==> src/assert_macros.svh <==
// assertion macros used by the sequencer (salc_ctrl) of the cache tag store
// no dependencies
`ifndef ASSERT_MACROS_SVH
`define ASSERT_MACROS_SVH

// same-cycle implication
`define ASSERT_IMPL(label, clk, rst_n, ante, cons) \
    label: assert property (@(posedge clk) disable iff (!rst_n) (ante) |-> (cons)) \
        else $error("assertion failed: same-cycle implication");

// next-cycle implication
`define ASSERT_NEXT(label, clk, rst_n, ante, cons) \
    label: assert property (@(posedge clk) disable iff (!rst_n) (ante) |=> (cons)) \
        else $error("assertion failed: next-cycle implication");

`endif

==> src/salc_pkg.sv <==
// shared types, codes and helpers of the cache tag store
// no dependencies
package salc_pkg;

    localparam logic [1:0] OUTCOME_HIT        = 2'd0;
    localparam logic [1:0] OUTCOME_CLEAN_MISS = 2'd1;
    localparam logic [1:0] OUTCOME_DIRTY_MISS = 2'd2;

    localparam logic [1:0] CFG_BLOCK_OFFSET = 2'd0;
    localparam logic [1:0] CFG_SET_BITS     = 2'd1;
    localparam logic [1:0] CFG_WAYS         = 2'd2;
    localparam logic [1:0] CFG_PENALTY      = 2'd3;

    localparam int CFG_DATA_W  = 10;
    localparam int OFFSET_MAX  = 16;
    localparam int TAG_W       = 32;
    localparam int OP_W        = 32;
    localparam int META_W      = OP_W + 2;
    localparam int IN_TDATA_W  = 40;
    localparam int OUT_TDATA_W = 192;

    // floor of log2, at least 0
    function automatic int floor_log2(input int value);
        int k;
        k = 0;
        while ((64'd1 << (k + 1)) <= 64'(value))
            k++;
        return k;
    endfunction

    typedef struct packed {
        logic clear;    // write one zero row of the metadata store
        logic lookup;   // capture the accepted transaction and read its set
        logic commit;   // update the set and load the result register
    } cmd_t;

    typedef struct packed {
        logic clr_done; // clearing pointer at the last row
        logic out_full; // result register holds an untaken transaction
    } sts_t;

endpackage

==> src/salc_ctrl.sv <==
// sequencer of the cache tag store: clearing pass, accept, lookup and commit
// depends on salc_pkg and assert_macros.svh
`include "assert_macros.svh"

module salc_ctrl (
    input  logic          clk,
    input  logic          rst_n,
    input  logic          s_tvalid,
    output logic          s_tready,
    input  logic          m_tready,
    input  salc_pkg::sts_t sts,
    output salc_pkg::cmd_t cmd
);

    localparam logic [1:0] ST_CLEAR = 2'd0;
    localparam logic [1:0] ST_IDLE  = 2'd1;
    localparam logic [1:0] ST_LOOK  = 2'd2;

    logic [1:0] state_reg, state_next;
    logic       out_free;

    assign out_free = !sts.out_full || m_tready;
    assign s_tready = (state_reg == ST_IDLE);

    always_comb
    begin
        state_next = state_reg;
        cmd = '0;
        case (state_reg)
            ST_CLEAR:
            begin
                cmd.clear = 1'b1;
                if (sts.clr_done)
                begin
                    state_next = ST_IDLE;
                end
            end
            ST_IDLE:
            begin
                if (s_tvalid)
                begin
                    cmd.lookup = 1'b1;
                    state_next = ST_LOOK;
                end
            end
            ST_LOOK:
            begin
                if (out_free)
                begin
                    cmd.commit = 1'b1;
                    state_next = ST_IDLE;
                end
            end
            default:
            begin
                state_next = ST_IDLE;
            end
        endcase
    end

    always_ff @(posedge clk or negedge rst_n)
    begin
        if (!rst_n)
        begin
            state_reg <= ST_CLEAR;
        end
        else
        begin
            state_reg <= state_next;
        end
    end

    `ASSERT_NEXT(a_accept_to_look, clk, rst_n, s_tvalid && s_tready, state_reg == ST_LOOK)
    `ASSERT_IMPL(a_commit_slot_free, clk, rst_n, cmd.commit, !sts.out_full || m_tready)
    `ASSERT_NEXT(a_clear_ends, clk, rst_n, state_reg == ST_CLEAR && sts.clr_done, state_reg == ST_IDLE)
    `ASSERT_IMPL(a_no_clear_and_lookup, clk, rst_n, cmd.clear, !cmd.lookup && !cmd.commit)

endmodule

==> config.mk <==
export PLATFORM = sky130hd
export DESIGN_NAME = salc_ctrl
export DESIGN_NICKNAME = d
export VERILOG_FILES = /design/src/salc_pkg.sv /design/src/salc_ctrl.sv
export VERILOG_INCLUDE_DIRS = /design/src /design/src/src
export SDC_FILE = /design/constraint.sdc
export NUM_CORES = 1
export LEC_CHECK = 0
export BUFFER_PORTS_ARGS = -buffer_cell sky130_fd_sc_hd__buf_2
export CAP_MARGIN = 10
export CELL_PAD_IN_SITES_DETAIL_PLACEMENT = 1
export CELL_PAD_IN_SITES_GLOBAL_PLACEMENT = 1
export CORE_AREA = 4 4 41 43
export CTS_CLUSTER_DIAMETER = 150
export DETAILED_ROUTE_END_ITERATION = 10
export DIE_AREA = 0 0 45 47
export GPL_TIMING_DRIVEN = 0
export HOLD_SLACK_MARGIN = 0.12
export PLACE_DENSITY_LB_ADDON = 0.1
export SLEW_MARGIN = 20
export SYNTH_ARGS = -nofsm -noshare
export SYNTH_HDL_FRONTEND = slang
export SYNTH_SLANG_ARGS = --single-unit
export TNS_END_PERCENT = 1
==> constraint.sdc <==
create_clock -name clk -period 0.9 [get_ports clk]
set_input_delay 0.09 -clock clk [delete_from_list [all_inputs] [get_ports clk]]
set_output_delay 0.09 -clock clk [all_outputs]
set_load 0.005 [all_outputs]
==> flow_metrics.tcl <==
set metrics [dict create \
    powerDensity_nw_per_um2 2850 \
    initial_utilization_pct 8.75 \
    nets 33 \
    gp_congestion 0.568 \
    grt_pass1_vias 155 \
    first_iter_violations 1 \
    combPwrFrac_pct 41.4 \
    synth_top_area_share_pct 44.0 \
    tritoncts "done" \
    cts_max_level 1 \
    grt_max_degree 7 \
    regArea_um2 52.6 \
    ios 10 \
    die_height_um 47 \
    hold-path-cell-count 3 \
    synth_flop_cell "dfrtp_1" \
    stdcell_area_um2 236 \
    violations "negative setup slack" \
    synthTopCellsByCount "2 x dfrtp_1, 2 x nor3_1" \
    yosysTopAreaCell "dfrtp_1" \
    num-fill-cells 166 \
    slew_headroom_pct 84.7 \
    antenna_found_initial 0 \
    postSynthRegisterBits 2 \
    seq_area_frac_synth_pct 44.0 \
    tightest_slew_ns 0.227 \
    crit_path_start_kind "flop" \
    largest_register_ffs 2 \
    status "finished with violations" \
    overflow 0 \
    skew_ns 0.00474 \
    p_int_uw 471 \
    drtAntennaViolNets 0 \
    power_frac_seq_pct 29.9 \
    fin_util_pct 18.2 \
    synth_enable_flop_cells 0 \
    die_area_um2 2120 \
    rr_startpoint "state_reg[0]" \
    rsz0062_at_grt "true" \
    track_usage_pct 4.43 \
    drtPass1Iterations 2 \
    min_to "state_reg[0]" \
    final_layout_size_suffix_gt1_share_pct 72.0 \
    r2r_setup_slack_ns -0.17 \
    cts_made_buffers 3 \
    criticalPathCategory "reg -> out" \
    hold_class "in -> reg" \
    clk_pin_slew_ns 0.03 \
    power_frac_clock_pct 28.8 \
    wl_per_cell_um 9.18 \
    multi_input_area_um2 73.8 \
    max_freq_ghz 0.924 \
    viasPerCell 3.45 \
    drc 0 \
    period_share_pct 120 \
    yosysUniqueCellTypes 9 \
    vdd.ir_drop.worst_v 0.000570 \
    netlist_area_um2 114 \
    rows 13 \
    slew_violations 0 \
    worstSkewPairLatency_ns 0.22 \
    end_kind "output pin" \
    core_area_um2 1300 \
    grt_pass1_wl_um 586 \
    place_area_um2 178 \
    finalHoldViolCount 0 \
    syn_avg_cell_area_um2 10.4 \
    vias 138 \
    fin_ws_ns -0.182 \
    p_switching_uw 203 \
    clock-sinks 2 \
    die_w_um 45 \
    cts_root_buf "clkbuf_4" \
    leakage_uw 0.000117 \
    hold_path.startpoint "sts[1]" \
    p_sw_share_pct 30.1 \
    netlist_top_cells_area "dfrtp_1 44%, and4bb_1 11%, nor3_1 8.8%" \
    reg2reg_to "state_reg[1]" \
    setup_viol 6 \
    wl_um 367 \
    synthArstFlopShare_pct 100 \
    yosys_warnings 0 \
    numPortBuffers 9 \
    drv_cap 0 \
    arrival_ns 0.99 \
    fin_crit_ns 1.08 \
    worstRegToRegCells 3 \
    area_delta_synth_final_pct 108 \
    synthCells 11 \
    antenna_cells 0 \
    cts.path.max_buffers 2 \
    required_ns 0.81 \
    synth_fp_nets 17 \
    crit_fanout 6 \
]
==> cell families (layout without fill, tap and decap cells) <==
| family | Yosys count | in the layout | synth area share (%) |
|---|---|---|---|
| buffers and inverters | 0 | 14 | 0 |
| DFF | 2 | 2 | 44.0 |
| and+or+nand+nor | 9 | 9 | 56.1 |
==> worst max-delay path, stage by stage (launching register included) <==
cell	delay [ns]
dfrtp_2	0.42
and3b_1	0.23
buf_2	0.12
==> what timing repair did <==
action,in CTS,in global routing
endpoints found under the setup margin,6,6
buffers inserted,1,0
hold buffers,1,0
cloned,0,0
endpoints found under the hold margin,2,0
gates resized for setup,3,2
pin swaps,2,0
==> power by group through the flow <==
stage	sequential [µW]	clock (µW)	combinational [µW]
after CTS	202	206	248
after global placement	193	0	209
final	202	194	279
after floorplan	168	0	117
after global routing	217	219	305
after detailed placement	194	0	210
==> metrics by stage <==
stage / instances / hold slack, ns / total power [µW] / setup slack (ns) / TNS [ns]
after floorplan: 11 / -0.206 / 284 / -0.0148 / -0.0148
after global placement: 35 / -0.125 / 402 / -0.0869 / -0.124
after detailed placement: 35 / -0.122 / 404 / -0.0830 / -0.119
after CTS: 40 / 0.132 / 655 / -0.203 / -0.892
after global routing: 40 / 0.138 / 740 / -0.246 / -1.13
final: 40 / 0.128 / 675 / -0.182 / -0.803
==> cells in the final DEF, fill, tap and decap left out <==
cell type	count
nor3_1	1
or2_1	1
and4bb_1	1
dfrtp_2	2
buf_2	8
buf_6	1
nor3_2	1
nor3b_2	1
buf_4	1
clkbuf_4	3
nor2_1	1
nor2b_1	1
and2b_2	1
and3b_1	1
dlygate4sd3_1	1
==> routing by layer <==
layer / share of wire (%) / global-route usage [%]
met4: 0 / 5.26
met5: 0 / 0
met1: 50 / 5.24
met3: 9.3 / 2.30
met2: 41 / 5.08
==> worst max-delay path by stage <==
stage	cells past startpoint	slack, ns	startpoint	to
3_3_place_gp	2	-0.09	state_reg[1]	state_reg[1]
3_5_place_dp	2	-0.08	state_reg[1]	state_reg[1]
6_report	2	-0.18	state_reg[1]	cmd[1]
5_1_grt	2	-0.25	state_reg[1]	cmd[1]
2_1_floorplan	2	-0.01	state_reg[1]	state_reg[1]
4_1_cts	2	-0.20	state_reg[1]	cmd[1]
==> layout make-up <==
cell class / instances / share of cell area (%)
multi-input cells: 9 / 31.2
clock buffers: 3 / 9.52
flip-flops and latches: 2 / 22.2
repair buffers: 11 / 29.1
well taps: 15 / 7.94
No activity file was read; power rests on OpenSTA's default activity.
